===== src/rtl/cfd_pkg.sv =====
`default_nettype none

package cfd_pkg;

    localparam int unsigned CODE_MAX     = 255;
    localparam int unsigned CAP_RESET    = 65535;
    localparam int unsigned FIFO_DEPTH   = 4;
    localparam int unsigned FIFO_PTR_W   = $clog2(FIFO_DEPTH);
    localparam int unsigned FIFO_CNT_W   = $clog2(FIFO_DEPTH + 1);
    localparam int unsigned S_TDATA_W    = 24;
    localparam int unsigned M_TDATA_W    = 32;

    typedef enum logic [1:0] {
        ST_OK           = 2'd0,
        ST_SRC_LEN      = 2'd1,
        ST_INVALID_ZERO = 2'd2,
        ST_DEST_FULL    = 2'd3
    } status_t;

    typedef struct packed {
        logic [7:0]  out_byte;
        logic        is_status;
        status_t     status;
        logic [15:0] out_length;
        logic        last;
    } dec_out_t;

    // results made by one item, n is 0, 1 or 2
    typedef struct packed {
        logic [1:0] n;
        dec_out_t   r0;
        dec_out_t   r1;
    } push_t;

endpackage

`default_nettype wire


===== src/rtl/cobs_frame_decoder.sv =====
// channel  dir  handshake                 payload
// s_       in   s_tvalid / s_tready       s_tdata: data_byte, frame_length
// m_       out  m_tvalid / m_tready       m_tdata, m_tuser, m_tlast
// cfg_     in   cfg_valid / cfg_ready     cfg_data: dest_capacity
//
// one input item per cycle: an input register feeds the decode logic, whose
// zero, one or two results go into a four-entry output queue
// the input side stalls only while that queue has fewer than two free entries
// an item carrying two results adds one more result for the queue to drain
// reset returns to the start of a frame and dest_capacity to 65535
`default_nettype none

module cobs_frame_decoder
    import cfd_pkg::*;
(
    input  wire logic                 clk,
    input  wire logic                 rst_n,
    input  wire logic                 s_tvalid,
    output logic                      s_tready,
    input  wire logic [S_TDATA_W-1:0] s_tdata,   // data_byte[7:0], frame_length[23:8]
    output logic                      m_tvalid,
    input  wire logic                 m_tready,
    output logic [M_TDATA_W-1:0]      m_tdata,   // out_byte[7:0], status[9:8], out_length[25:10]
    output logic                      m_tuser,   // is_status
    output logic                      m_tlast,
    input  wire logic                 cfg_valid,
    output logic                      cfg_ready,
    input  wire logic [15:0]          cfg_data
);

    logic                 in_valid_reg;
    logic [S_TDATA_W-1:0] in_data_reg;
    logic                 fire;
    logic                 room2;
    push_t                push;
    dec_out_t             head;

    assign fire      = in_valid_reg && room2;
    assign s_tready  = !in_valid_reg || fire;
    assign cfg_ready = 1'b1;

    always_ff @(posedge clk or negedge rst_n)
    begin
        if (!rst_n)
        begin
            in_valid_reg <= 1'b0;
        end
        else if (s_tready)
        begin
            in_valid_reg <= s_tvalid;
        end
    end

    always_ff @(posedge clk)
    begin
        if (s_tready && s_tvalid)
        begin
            in_data_reg <= s_tdata;
        end
    end

    cfd_core u_core (
        .clk          (clk),
        .rst_n        (rst_n),
        .cfg_we       (cfg_valid && cfg_ready),
        .cfg_value    (cfg_data),
        .fire         (fire),
        .data_byte    (in_data_reg[7:0]),
        .frame_length (in_data_reg[23:8]),
        .push         (push)
    );

    cfd_out_fifo u_fifo (
        .clk      (clk),
        .rst_n    (rst_n),
        .wr_en    (fire),
        .push     (push),
        .room2    (room2),
        .rd_valid (m_tvalid),
        .rd_ready (m_tready),
        .rd_data  (head)
    );

    assign m_tdata = {6'd0, head.out_length, head.status, head.out_byte};
    assign m_tuser = head.is_status;
    assign m_tlast = head.last;

endmodule

`default_nettype wire


===== src/rtl/cfd_core.sv =====
`default_nettype none

module cfd_core
    import cfd_pkg::*;
(
    input  wire logic        clk,
    input  wire logic        rst_n,
    input  wire logic        cfg_we,
    input  wire logic [15:0] cfg_value,
    input  wire logic        fire,
    input  wire logic [7:0]  data_byte,
    input  wire logic [15:0] frame_length,
    output push_t            push
);

    logic [15:0] cap_reg;
    logic [15:0] pos_reg, pos_next;
    logic [7:0]  rem_reg, rem_next;
    logic [7:0]  code_reg, code_next;
    logic [15:0] cnt_reg, cnt_next;
    status_t     err_reg, err_next;

    logic [16:0] len17;
    logic [16:0] pos17;
    logic        is_final;
    logic        blk_over;
    logic        zero_room;
    logic        done;
    logic [7:0]  code_eff;
    logic [15:0] cnt_mid;
    logic        byte_out;

    always_ff @(posedge clk or negedge rst_n)
    begin
        if (!rst_n)
        begin
            cap_reg  <= 16'(CAP_RESET);
            pos_reg  <= '0;
            rem_reg  <= '0;
            code_reg <= '0;
            cnt_reg  <= '0;
            err_reg  <= ST_OK;
        end
        else
        begin
            if (cfg_we)
            begin
                cap_reg <= cfg_value;
            end
            if (fire)
            begin
                pos_reg  <= pos_next;
                rem_reg  <= rem_next;
                code_reg <= code_next;
                cnt_reg  <= cnt_next;
                err_reg  <= err_next;
            end
        end
    end

    always_comb
    begin
        len17     = {1'b0, frame_length};
        pos17     = {1'b0, pos_reg};
        is_final  = (frame_length == 16'd0) || (pos17 >= len17 - 17'd1);
        blk_over  = (pos17 + {9'd0, data_byte}) >= len17;
        zero_room = (pos17 + 17'd2) < len17;

        pos_next  = pos_reg + 16'd1;
        rem_next  = rem_reg;
        code_next = code_reg;
        cnt_next  = cnt_reg;
        err_next  = err_reg;
        done      = 1'b0;
        code_eff  = code_reg;
        cnt_mid   = cnt_reg;
        byte_out  = 1'b0;

        push      = '0;

        if (is_final)
        begin
            push.n               = 2'd1;
            push.r0.is_status    = 1'b1;
            push.r0.last         = 1'b1;
            if ((frame_length == 16'd0) || (data_byte != 8'd0))
            begin
                push.r0.status = ST_SRC_LEN;
            end
            else if (err_reg != ST_OK)
            begin
                push.r0.status = err_reg;
            end
            else if (rem_reg != 8'd0)
            begin
                push.r0.status = ST_SRC_LEN;
            end
            else
            begin
                push.r0.status     = ST_OK;
                push.r0.out_length = cnt_reg;
            end
            pos_next  = '0;
            rem_next  = '0;
            code_next = '0;
            cnt_next  = '0;
            err_next  = ST_OK;
        end
        else if (err_reg == ST_OK)
        begin
            if (rem_reg == 8'd0)
            begin
                // code byte opens a block
                if (data_byte == 8'd0)
                begin
                    err_next = ST_INVALID_ZERO;
                end
                else if (blk_over)
                begin
                    err_next = ST_SRC_LEN;
                end
                else
                begin
                    code_next = data_byte;
                    code_eff  = data_byte;
                    rem_next  = data_byte - 8'd1;
                    done      = (data_byte == 8'd1);
                end
            end
            else
            begin
                if (cnt_reg >= cap_reg)
                begin
                    err_next = ST_DEST_FULL;
                end
                else if (data_byte == 8'd0)
                begin
                    err_next = ST_INVALID_ZERO;
                end
                else
                begin
                    byte_out          = 1'b1;
                    push.n            = 2'd1;
                    push.r0.out_byte  = data_byte;
                    push.r0.last      = 1'b1;
                    cnt_mid           = cnt_reg + 16'd1;
                    rem_next          = rem_reg - 8'd1;
                    done              = (rem_reg == 8'd1);
                end
            end

            cnt_next = cnt_mid;
            // implied zero after a short block, not before the terminator
            if (done && (code_eff < 8'(CODE_MAX)) && zero_room)
            begin
                if (cnt_mid >= cap_reg)
                begin
                    err_next = ST_DEST_FULL;
                end
                else
                begin
                    cnt_next = cnt_mid + 16'd1;
                    if (byte_out)
                    begin
                        push.n       = 2'd2;
                        push.r0.last = 1'b0;
                        push.r1.last = 1'b1;
                    end
                    else
                    begin
                        push.n       = 2'd1;
                        push.r0.last = 1'b1;
                    end
                end
            end
        end
    end

endmodule

`default_nettype wire


===== src/rtl/cfd_out_fifo.sv =====
`default_nettype none

module cfd_out_fifo
    import cfd_pkg::*;
(
    input  wire logic  clk,
    input  wire logic  rst_n,
    input  wire logic  wr_en,
    input  wire push_t push,
    output logic       room2,
    output logic       rd_valid,
    input  wire logic  rd_ready,
    output dec_out_t   rd_data
);

    dec_out_t               mem_reg [FIFO_DEPTH];
    logic [FIFO_PTR_W-1:0]  wr_ptr_reg, wr_ptr_next;
    logic [FIFO_PTR_W-1:0]  rd_ptr_reg, rd_ptr_next;
    logic [FIFO_CNT_W-1:0]  cnt_reg, cnt_next;
    logic [FIFO_CNT_W-1:0]  n_push;
    logic                   pop;
    logic [FIFO_PTR_W-1:0]  wr_ptr_p1;

    always_comb
    begin
        rd_valid    = (cnt_reg != '0);
        n_push      = wr_en ? FIFO_CNT_W'(push.n) : '0;
        pop         = rd_valid && rd_ready;
        wr_ptr_p1   = wr_ptr_reg + FIFO_PTR_W'(1);
        wr_ptr_next = wr_ptr_reg + FIFO_PTR_W'(n_push);
        rd_ptr_next = rd_ptr_reg + FIFO_PTR_W'(pop);
        cnt_next    = cnt_reg + n_push - FIFO_CNT_W'(pop);
        rd_data     = mem_reg[rd_ptr_reg];
        room2       = (cnt_reg <= FIFO_CNT_W'(FIFO_DEPTH - 2));
    end

    always_ff @(posedge clk or negedge rst_n)
    begin
        if (!rst_n)
        begin
            wr_ptr_reg <= '0;
            rd_ptr_reg <= '0;
            cnt_reg    <= '0;
        end
        else
        begin
            wr_ptr_reg <= wr_ptr_next;
            rd_ptr_reg <= rd_ptr_next;
            cnt_reg    <= cnt_next;
        end
    end

    always_ff @(posedge clk)
    begin
        if (n_push != '0)
        begin
            mem_reg[wr_ptr_reg] <= push.r0;
        end
        if (n_push == FIFO_CNT_W'(2))
        begin
            mem_reg[wr_ptr_p1] <= push.r1;
        end
    end

endmodule

`default_nettype wire


===== config.mk =====
export PLATFORM = sky130hd
export DESIGN_NAME = cobs_frame_decoder
export DESIGN_NICKNAME = d
export VERILOG_FILES = /design/src/rtl/cfd_pkg.sv /design/src/rtl/cobs_frame_decoder.sv /design/src/rtl/cfd_core.sv /design/src/rtl/cfd_out_fifo.sv
export SDC_FILE = /design/constraint.sdc
export NUM_CORES = 1
export LEC_CHECK = 0
export ABC_CLOCK_PERIOD_IN_PS = 5700
export BUFFER_PORTS_ARGS = -buffer_cell sky130_fd_sc_hd__buf_2
export CAP_MARGIN = 30
export CORE_MARGIN = 3
export CORE_UTILIZATION = 30
export DETAILED_ROUTE_END_ITERATION = 8
export PLACE_DENSITY_LB_ADDON = 0.25
export SYNTH_ARGS = -nofsm -noshare
export SYNTH_HDL_FRONTEND = slang
export SYNTH_SLANG_ARGS = --single-unit
export TNS_END_PERCENT = 30

===== constraint.sdc =====
create_clock -name clk -period 5.7 [get_ports clk]
set_input_delay 1.14 -clock clk [delete_from_list [all_inputs] [get_ports clk]]
set_output_delay 1.14 -clock clk [all_outputs]
set_load 0.02 [all_outputs]

==> out/results.ini, run 1 <==
[min_path]
hp-class = reg -> reg
hold_path_depth = 2

[layout]
stdcell_count = 2113
largest_reg_flops = 112
drive_gt1_frac = 0.181
areaGrowthSynthToFinish_pct = 17.5
diodes = 0
nets = 1657

[place]
dpl.cell_count = 2060
gp_congestion = 0.861
dp_hpwl_um = 28100
portBuffers = 74

[setup_path]
reg2reg_depth = 24
arrival_ns = 5.71
start_kind = flop
endpoint_kind = flop
path_class = reg -> reg
crit_fanout = 6
critPathRequiredTime_ns = 6.13

[synth]
synth.largest_area_cell = dfxtp_1
synthAdderAreaFrac = 0.0999
synth_top_family_by_area = simple AND/OR/NAND/NOR gates
synth_mux_area_frac = 0.121
synth_cells = 1406
synth_compound_area_frac = 0.124
ys_types = 83
yosys_warnings = 0
syn_area_um2 = 13300
synth-seq-cells = 210
synthSimpleGateAreaFrac = 0.193
ys.flop_type = dfxtp_1
netlist.area_leader.share = 0.163
synth-xor-area-share = 0.0454
avgSynthCellArea_um2 = 9.46
synthArstFlopShare = 0.352
ys_seq_area_frac = 0.366
synth_edf_count = 28
synth_area_leaders = dfxtp_1 (16%), dfrtp_1 (11%), ha_1 (9.7%), mux2i_1 (7.2%), edfxtp_1 (6.3%)

[sta]
worst_clock_skew_ns = 0.0119
fin_crit_ns = 5.27
post-route-period-util = 0.925
slew_viol_final = 0
holdWs_ns = 0.458
tightest_slew_ns = 0.945
relSlewSlack = 0.365
rsz0062_at_grt = no
setup_violations = 0
max_freq_mhz = 190
hold_violations = 0
fin_setup_tns_ns = 0

[detailed_routing]
viasPerCell = 5.17
vias = 10900
drt.antenna.violating_nets = 0
finalWirelength_um = 38300
routedWlPerCell_um = 18.1
drt-pass1-iter-count = 5
drc = 0
drt_iter0_markers = 743

[power]
p_per_area_nw_per_um2 = 369
power_leakage_nw = 7.22
p_switching_mw = 2.11
netSwitchingFraction = 0.365
p_comb_frac = 0.354
p_int_mw = 3.66
clock_power_share = 0.298
p_seq_frac = 0.348
peakVddDrop_v = 0.000208

[cts]
cts.clk_slew.worst_paths_ns = 0.06
cts_hold_buf = 0
clock-sinks = 210
clk_latency_ns = 0.56
h-tree-depth = 1
cts_root_buf = clkbuf_16
cts_buffers = 27
cts_tree = yes
clockBufferDepth = 3

[global_route]
grt_overflow_total = 0
grtUsageTotal = 0.160
grt_max_degree = 49
grt_pass1_wl_um = 60700
grt_pass1_vias = 10800
antenna_found_initial = 0

[floorplanning]
die_w_um = 217
die_h_um = 217
initial_utilization = 0.306
die-area_um2 = 46900
coreArea_um2 = 43500
ioPinCount = 82
rows = 76

[run]
cap_violations = 0

[outcome]
status = complete, no violations

## cells in the mapped netlist, types with 6 or more instances
cell	count
nand2_1	205
dfxtp_1	108
ha_1	103
mux2i_1	96
nand3_1	77
nor2_1	69
inv_1	63
o21ai_0	59
dfrtp_1	58
xnor2_1	45
a21oi_1	42
clkbuf_1	41
nand4_1	33
edfxtp_1	28
mux4_2	28
nor3_1	28
xor2_1	24
and3_1	17
dfstp_2	16
o21a_1	15
a21o_1	14
buf_4	12
o31ai_1	12
a22o_1	11
nor4_1	11
and4_1	10
buf_6	10
or3_1	10
and2_1	9
nand2b_1	9
a32o_1	8
buf_2	8
buf_1	7
a211o_1	6
a211oi_1	6
o211ai_1	6
o41ai_1	6
## worst paths after layout
check | from | to | slack [ns]
worst max register to register | in_data_reg[1] | u_fifo.cnt_reg[2] | 0.43
min in group asynchronous | rst_n | u_core.cnt_reg[7] | 0.51
max in group asynchronous | rst_n | u_core.code_reg[5] | 4.15
worst max-delay path | in_data_reg[1] | u_fifo.cnt_reg[2] | 0.43
worst min-delay path | u_fifo.mem_reg[3][4] | u_fifo.mem_reg[3][4] | 0.46
worst min register to register | u_fifo.mem_reg[3][4] | u_fifo.mem_reg[3][4] | 0.46
## per-stage QoR
| stage | worst slack (ns) | power [mW] | util | instance area, µm² |
|---|---|---|---|---|
| after global routing | 0.0428 | 6.18 | 0.360 | 15600 |
| after CTS | 0.0207 | 5.83 | 0.357 | 15500 |
| after floorplan | 0.131 | 3.40 | - | 13300 |
| after detailed placement | 0.0599 | 4.08 | 0.337 | 14600 |
| final | 0.425 | 5.76 | 0.360 | 15600 |
| after global placement | 0.00808 | 3.99 | 0.335 | 14600 |
## power groups by stage
| stage | clock [mW] | sequential (mW) | combinational [mW] |
|---|---|---|---|
| floorplan | 0 | 1.95 | 1.45 |
| global placement | 0 | 2.08 | 1.90 |
| detailed placement | 0 | 2.03 | 2.04 |
| CTS | 1.78 | 2.01 | 2.05 |
| global route | 1.84 | 2.04 | 2.30 |
| finish | 1.72 | 2.01 | 2.04 |
## worst max-delay path: stages, from the launching register on
cell      delay (ns)
edfxtp_1        0.40
buf_4           0.18
ha_1            0.28
a21o_1          0.19
a21oi_2         0.17
o21bai_1        0.10
a21oi_2         0.18
o21bai_1        0.09
a21o_1          0.21
a21oi_2         0.22
nor2_1          0.08
xor2_1          0.15
ha_1            0.35
nand3_1         0.11
nor2_2          0.17
o311ai_2        0.16
and3_2          0.28
nor4b_4         0.15
a221o_1         0.39
mux2_2          0.29
a21oi_2         0.18
nor2_1          0.09
ha_1            0.22
fa_1            0.37
xnor2_1         0.14
## layout make-up
| cell class | instances | area, µm² |
|---|---|---|
| tap | 585 | 732 |
| sequential | 210 | 4880 |
| clock buffer | 37 | 763 |
| multi-input combinational | 1058 | 7870 |
| timing repair buffer | 146 | 1010 |
| fill | 4413 | 27800 |
| clock inverter | 13 | 138 |
| inverter | 64 | 240 |
## cell usage in the layout (no fill, tap or decap), drive strengths merged, types with 8 or more instances in the layout
cell    Yosys  layout
buf        37     146
xor2       24      24
nand4      33      33
a32o        8       8
nand2b      9       9
dfstp      16      16
a21oi      42      42
dfrtp      58      58
and4       10      10
nand2     209     209
clkinv      0      10
dfxtp     108     108
a21o       14      14
nor4       13      13
nand3      77      77
inv        64      65
and3       17      17
mux2i      96      96
clkbuf     42      37
mux4       28      28
xnor2      45      45
or3        10      10
and2        9       9
a31o        9       9
ha        103     103
nor2       69      69
edfxtp     28      28
a22o       11      11
o21a       15      15
o31ai      12      12
nor3       28      28
o21ai      62      62
## repair_timing
item | 4_1_cts | 5_1_grt
endpoints found under the setup margin | 0 | 124
buffers inserted | 0 | 3
resized for setup | 0 | 19
## routing by layer
metal / global-route usage / part of all wire
met1: 0.224 / 0.47
met5: 0 / 0
met4: 0.0339 / 0.020
met2: 0.266 / 0.46
met3: 0.0205 / 0.050
## cells by family after synthesis
group | after synthesis
and+or+nand+nor | 516
AOI/OAI and AO/OA | 235
DFF | 210
buffers and inverters | 143
muxes | 126
adders and majority gates | 105
xor gates and xnor gates | 69
other | 2
Note: power is estimated with default switching activity, not from simulation.
==> run 2, diff against run 1 <==
- CTS_BUF_LIST: not set -> sky130_fd_sc_hd__clkbuf_8
- GPL_TIMING_DRIVEN: not set -> 0
==> run 2 against run 1 <==
Effect of this change:
- critical path depth unchanged
- final area increased by 2.2%
- clock power decreased by 6%
- core utilization increased by 0.78 points
- count of clock-buffer cells in the layout increased by 17
- flip-flop and latch count unchanged
- clock skew increased by 0.017 ns
- fmax decreased by 3.9%
- largest power group unchanged
==> out/results.ini, run 2 (synthesized netlist as in run 1, its figures left out) <==
[outcome]
status = complete, no violations

[cts]
clockBufferDepth = 3  ; unchanged
cts.clk_slew.worst_paths_ns = 0.06  ; about the same
cts_root_buf = clkbuf_8
clock-sinks = 210  ; unchanged
cts_buffers = 41  ; +52%
cts_hold_buf = 0  ; unchanged
cts_tree = yes
clk_latency_ns = 0.59  ; +0.03 ns
h-tree-depth = 2  ; +1

[setup_path]
endpoint_kind = flop
crit_fanout = 6  ; unchanged
arrival_ns = 5.98  ; +0.27 ns
r2r_slack_ns = 0.21  ; -0.21 ns
cp-startpoint = in_data_reg[0]
reg2reg_depth = 24  ; unchanged
start_kind = flop
critPathRequiredTime_ns = 6.19  ; +0.06 ns
path_class = reg -> reg
rr_endpoint = u_fifo.cnt_reg[2]
rr_startpoint = in_data_reg[0]

[layout]
largest_reg_flops = 112  ; unchanged
areaGrowthSynthToFinish_pct = 20.0
drive_gt1_frac = 0.210  ; +0.0282
layout_commonest_cell = nand2_1
nets = 1717  ; +3.6%
stdcell_count = 2184  ; +3.4%
fillers = 4482  ; +1.6%
layout_common_cells = nand2_1 (203), dfxtp_1 (108), ha_1 (98)
diodes = 0  ; unchanged

[sta]
worst_clock_skew_ns = 0.0293  ; +0.0174 ns
hold_violations = 0  ; unchanged
max_freq_mhz = 182  ; -3.9%
post-route-period-util = 0.963  ; +0.0376
slew_viol_final = 0  ; unchanged
setup_violations = 0  ; unchanged
fin_crit_ns = 5.49  ; +0.214 ns
holdWs_ns = 0.455  ; -0.00229 ns
tightest_slew_ns = 0.989  ; +0.0445 ns
fin_setup_tns_ns = 0  ; unchanged
relSlewSlack = 0.335  ; -0.0299
rsz0062_at_grt = yes

[power]
p_seq_frac = 0.354  ; +0.006
p_comb_frac = 0.363  ; +0.009
netSwitchingFraction = 0.382  ; +0.0162
p_switching_mw = 2.17  ; +2.9%
power_leakage_nw = 7.37  ; +2.1%
p_per_area_nw_per_um2 = 356  ; -3.6%
peakVddDrop_v = 0.000161  ; -22%
p_int_mw = 3.51  ; -4.0%
clock_power_share = 0.283  ; -0.015

[floorplanning]
die-area_um2 = 46900  ; unchanged
die_h_um = 217  ; unchanged
ioPinCount = 82  ; unchanged
coreArea_um2 = 43500  ; unchanged
rows = 76  ; unchanged
initial_utilization = 0.306  ; unchanged
die_w_um = 217  ; unchanged

[place]
portBuffers = 74  ; unchanged
dpl.cell_count = 2074  ; +0.68%
gp_congestion = 0.862  ; +0.15%
dp_hpwl_um = 29600  ; +5.5%

[global_route]
grt_pass1_wl_um = 63900  ; +5.3%
grt_max_degree = 54  ; +10%
grtUsageTotal = 0.171  ; +0.0106
antenna_found_initial = 0  ; unchanged
grt_pass1_vias = 11300  ; +4.6%
grt_overflow_total = 0  ; unchanged

[detailed_routing]
routedWlPerCell_um = 18.5  ; +2.1%
drc = 0  ; unchanged
drt-pass1-iter-count = 5  ; unchanged
finalWirelength_um = 40400  ; +5.5%
drt.antenna.violating_nets = 0  ; unchanged
viasPerCell = 5.16  ; -0.15%
vias = 11300  ; +3.2%
drt_iter0_markers = 676  ; -9.0%

[run]
cap_violations = 0  ; unchanged

[min_path]
holdPathEnd = u_fifo.mem_reg[0][2]
min_from = u_fifo.mem_reg[0][2]
hold_path_depth = 2  ; unchanged
hp-class = reg -> reg

==> run 2: cell types whose count changed in the layout (fill, tap and decap cells not counted), sizes merged <==
cell	delta
clkbuf	+56
inv	+13
clkinvlp	+1
clkinv	-5
buf	+7
bufinv	-1
==> run 2: power by group through the flow <==
stage               Combinational [mW]  Clock [mW]  Sequential [mW]
floorplan                         1.45           0             1.95
finish                            2.06        1.61             2.01
detailed placement                2.00           0             2.03
CTS                               2.05        1.66             2.00
global placement                  1.93           0             2.02
global route                      2.31        1.73             2.04
==> run 2: per-layer routing <==
layer,GRT usage,routed length (µm),vias to the layer above
met5,0,0,-
met2,0.279,18600,306
met4,0.0490,1010,0
met1,0.235,18800,5468
li1,-,-,5423
met3,0.0262,2020,69
==> run 2: metrics by stage <==
step	utilization	cell area, µm²	setup WS [ns]	total power, mW
final	0.367	16000	0.211	5.68
after detailed placement	0.333	14500	-1.07	4.03
after global placement	0.332	14400	-1.50	3.95
after floorplan	-	13300	0.131	3.40
after global routing	0.367	16000	0.00651	6.08
after CTS	0.362	15700	0.00749	5.71
==> run 2: worst max path at each step <==
stage | to | slack, ns | depth (start not counted)
2_1_floorplan | u_fifo.cnt_reg[2] | 0.13 | 25
3_3_place_gp | u_fifo.cnt_reg[2] | -1.50 | 24
3_5_place_dp | u_fifo.cnt_reg[2] | -1.07 | 23
4_1_cts | u_fifo.cnt_reg[2] | 0.007 | 23
5_1_grt | u_fifo.mem_reg[3][23] | 0.007 | 24
6_report | u_fifo.cnt_reg[2] | 0.21 | 24
==> run 2: cell type report <==
cell class | count | area (µm²) | area share
Timing Repair Buffer | 114 | 731 | 0.0458
Multi-Input combinational cell | 1058 | 8040 | 0.503
Sequential cell | 210 | 4880 | 0.306
Inverter | 64 | 240 | 0.0150
Tap cell | 585 | 732 | 0.0458
Clock buffer | 54 | 743 | 0.0465
Buffer | 78 | 479 | 0.0300
Clock inverter | 21 | 126 | 0.00791
==> run 2: critical path: stages, from the launching register on <==
cell and delay, ns:
edfxtp_1 0.44, buf_4 0.17, ha_1 0.20, a21o_1 0.17, a21oi_2 0.18, o21bai_1 0.10, a21oi_2 0.18, o21bai_1 0.08
a21o_1 0.22, a21oi_4 0.21, nor2_1 0.08, xor2_1 0.17, ha_1 0.38, nand3_1 0.14, nor2_4 0.16, o311ai_2 0.17
and3_2 0.29, nor4b_4 0.16, a221o_2 0.41, mux2_2 0.31, a21oi_4 0.22, nor2_1 0.14, ha_2 0.25, fa_1 0.37
xnor2_1 0.18
==> run 2: repair_timing <==
item	in CTS	in global routing
gates resized for setup	51	43
pin swaps	9	16
buffers inserted	20	15
setup endpoints to repair	135	118
==> run 3, diff against run 2 <==
- ABC_AREA: not set -> 1
==> run 3 against run 2 <==
Effect of this change:
- die area up 5.9%
- clock power decreased by 4%
- power rose by 62%
- fmax is 2.3% higher
==> out/results.ini, run 3 <==
[outcome]
status = complete, no violations

[layout]
areaGrowthSynthToFinish_pct = 15.6
layout_common_cells = nand2_1 (371), nor2_1 (277), inv_1 (185)
layout_commonest_cell = nand2_1
final_area_um2 = 16300  ; +2.2%
drive_gt1_frac = 0.131  ; -0.0782
diodes = 0  ; unchanged
nets = 2244  ; +31%
largest_reg_flops = 112  ; unchanged

[global_route]
antenna_found_initial = 0  ; unchanged
grt_overflow_total = 0  ; unchanged
grt_pass1_vias = 13100  ; +16%
grt_max_degree = 63  ; +17%
grt_pass1_wl_um = 72200  ; +13%
grtUsageTotal = 0.181  ; +0.00983

[power]
power_leakage_nw = 7.95  ; +7.8%
peakVddDrop_v = 0.000314  ; +95%
p_per_area_nw_per_um2 = 562  ; +58%

[setup_path]
start_kind = flop
endpoint_kind = flop
crit_fanout = 7  ; +1
reg2reg_depth = 30  ; +25%
critPathRequiredTime_ns = 6.19  ; about the same
crit_path_top_delay_cell = dfrtp_1
r2r_slack_ns = 0.33  ; +0.12 ns
path_class = reg -> reg
rr_startpoint = u_core.cnt_reg[9]
cpMostUsedCell = nand2_1
arrival_ns = 5.85  ; -0.13 ns
worst-path-buf-inv = 5  ; +4
cpPeakStageDelay_ns = 0.62  ; +0.18 ns
rr_endpoint = u_fifo.cnt_reg[2]
critical-path-top-delay-family = adder cells

[sta]
fin_crit_ns = 5.37  ; -0.122 ns
rsz0062_at_grt = no
worst_clock_skew_ns = 0.0289  ; -0.000350 ns
hold_violations = 0  ; unchanged
relSlewSlack = 0.437  ; +0.102
fin_setup_tns_ns = 0  ; unchanged
slew_viol_final = 0  ; unchanged
max_freq_mhz = 186  ; +2.3%
setup_violations = 0  ; unchanged
tightest_slew_ns = 0.835  ; -0.154 ns
fin_ws_ns = 0.332  ; +0.122 ns
post-route-period-util = 0.942  ; -0.0214

[synth]
synth_edf_count = 28  ; unchanged
ys_seq_area_frac = 0.346  ; -0.0208
synth-xor-area-share = 0.0465  ; +0.00105
yosysMostFrequentCell = nand2_1
synth_top_family_by_area = simple AND/OR/NAND/NOR gates
syn_area_um2 = 14100  ; +6.0%
synth_mux_area_frac = 0.00151  ; -0.120
synthSimpleGateAreaFrac = 0.284  ; +0.0918
ys_types = 58  ; -30%
synth-seq-cells = 210  ; unchanged
yosys_warnings = 0  ; unchanged
synthTopCellsByCount = nand2_1 (372), nor2_1 (277), nand3_1 (172), inv_1 (167), a21oi_1 (154)
synth_cells = 1957  ; +39%
synthArstFlopShare = 0.352  ; unchanged
synth.largest_area_cell = dfxtp_1
ys.flop_type = dfxtp_1
synth_area_leaders = dfxtp_1 (15%), dfrtp_1 (10%), nand2_1 (9.9%), ha_1 (9.1%), nor2_1 (7.4%)
avgSynthCellArea_um2 = 7.21  ; -24%
synth_compound_area_frac = 0.138  ; +0.0148
netlist.area_leader.share = 0.153  ; -0.00924
synthAdderAreaFrac = 0.0942  ; -0.00568

[detailed_routing]
drt_iter0_markers = 995  ; +47%
drt-pass1-iter-count = 5  ; unchanged
vias = 13500  ; +20%
routedWlPerCell_um = 16.7  ; -9.6%
viasPerCell = 4.97  ; -3.7%
drc = 0  ; unchanged
drt.antenna.violating_nets = 0  ; unchanged
finalWirelength_um = 45600  ; +13%

[cts]
clockBufferDepth = 3  ; unchanged
cts_root_buf = clkbuf_8
cts_hold_buf = 0  ; unchanged
cts.clk_slew.worst_paths_ns = 0.06  ; about the same
clk_latency_ns = 0.61  ; +0.02 ns
h-tree-depth = 2  ; unchanged
clock-sinks = 210  ; unchanged
cts_buffers = 42  ; +2.4%
cts_tree = yes

[floorplanning]
die_w_um = 223  ; +2.9%
die_h_um = 223  ; +2.9%
initial_utilization = 0.308  ; +0.00139
ioPinCount = 82  ; unchanged
die-area_um2 = 49700  ; +5.9%
rows = 78  ; +2.6%
coreArea_um2 = 45900  ; +5.6%

[run]
cap_violations = 0  ; unchanged

[place]
gp_congestion = 0.899  ; +4.2%
dp_slack_ns = -0.279  ; +0.791 ns
portBuffers = 74  ; unchanged
dp_hpwl_um = 34300  ; +16%
place_area_um2 = 15300  ; +5.6%

[min_path]
hp-class = in -> async

==> run 3: changes by cell type in the layout (fill, tap and decap cells not counted), moves of 36 or more <==
cell and delta:
nor2_1 +211, xnor2_1 -36, nand2_1 +168, a21oi_1 +116, xor2_1 +41, inv_1 +111
nand3_1 +95, o21ai_0 +56, mux2i_1 -95
==> run 3: how the worst max path moves through the flow <==
stage / depth (start not counted) / from / endpoint
final: 30 / u_core.cnt_reg[9] / u_fifo.cnt_reg[2]
after global routing: 34 / in_data_reg[2] / u_fifo.mem_reg[3][0]
after CTS: 33 / u_core.pos_reg[2] / u_fifo.cnt_reg[2]
after detailed placement: 27 / u_core.cap_reg[15] / u_fifo.mem_reg[3][0]
after global placement: 25 / u_core.cnt_reg[9] / u_fifo.mem_reg[3][0]
after floorplan: 33 / in_data_reg[2] / u_fifo.cnt_reg[2]
==> run 3: metal layers <==
metal  global-route usage  vias to the layer above  share of wire
met5                    0                        -              0
met4               0.0587                        0          0.026
met3               0.0273                       88          0.058
met2                0.293                      399           0.45
met1                0.247                     6254           0.46
li1                     -                     6786              -
==> run 3: worst register-to-register path, delay by kind of cell, from the launching register on <==
kind	cells	cell delay (ns)
XOR/XNOR	2	0.43
buffers and inverters	5	0.50
adder cells (fa/ha/maj)	5	1.58
AO/OA/AOI/OAI	5	0.74
AND/OR/NAND/NOR	13	1.38
flip-flops	1	0.62
==> run 3: area by class of cell <==
class / instances / area, µm²
Fill cell: 4942 / 29600
Inverter: 180 / 678
Timing Repair Buffer: 88 / 505
Buffer: 101 / 577
Tap cell: 600 / 751
Sequential cell: 210 / 4880
Multi-Input combinational cell: 1471 / 8110
Clock inverter: 21 / 90.1
Clock buffer: 53 / 729
==> run 3: kinds of logic (layout without fill, tap and decap cells) <==
family                   count (synthesis)  after routing
AO/OA/AOI/OAI                          353            353
multiplexers                             2              2
buffers and inverters                  281            443
flip-flops                             210            210
AND/OR/NAND/NOR                        930            930
XOR/XNOR                                74             74
other                                    2              7
adder cells (fa/ha/maj)                105            105
==> run 3: where the power goes <==
part           internal (mW)  switching (mW)  total [mW]
sequential              2.16           0.427        2.58
clock                  0.831           0.711        1.54
combinational           1.70            3.34        5.05
total                   4.69            4.48        9.17
==> run 3: timing repair <==
item / CTS / global route
setup endpoints to repair: 100 / 133
gates resized for setup: 3 / 20
gates cloned: 0 / 0
setup buffers: 1 / 11
pin swaps: 0 / 4
==> run 3: per-stage QoR <==
step	total power [mW]	std cells	hold WS [ns]	utilization
after CTS	9.11	2713	0.343	0.352
final	9.17	2724	0.393	0.356
after global placement	7.39	2636	0.456	0.332
after detailed placement	7.51	2638	0.464	0.333
after floorplan	5.98	1962	0.446	-
after global routing	9.96	2724	0.368	0.356
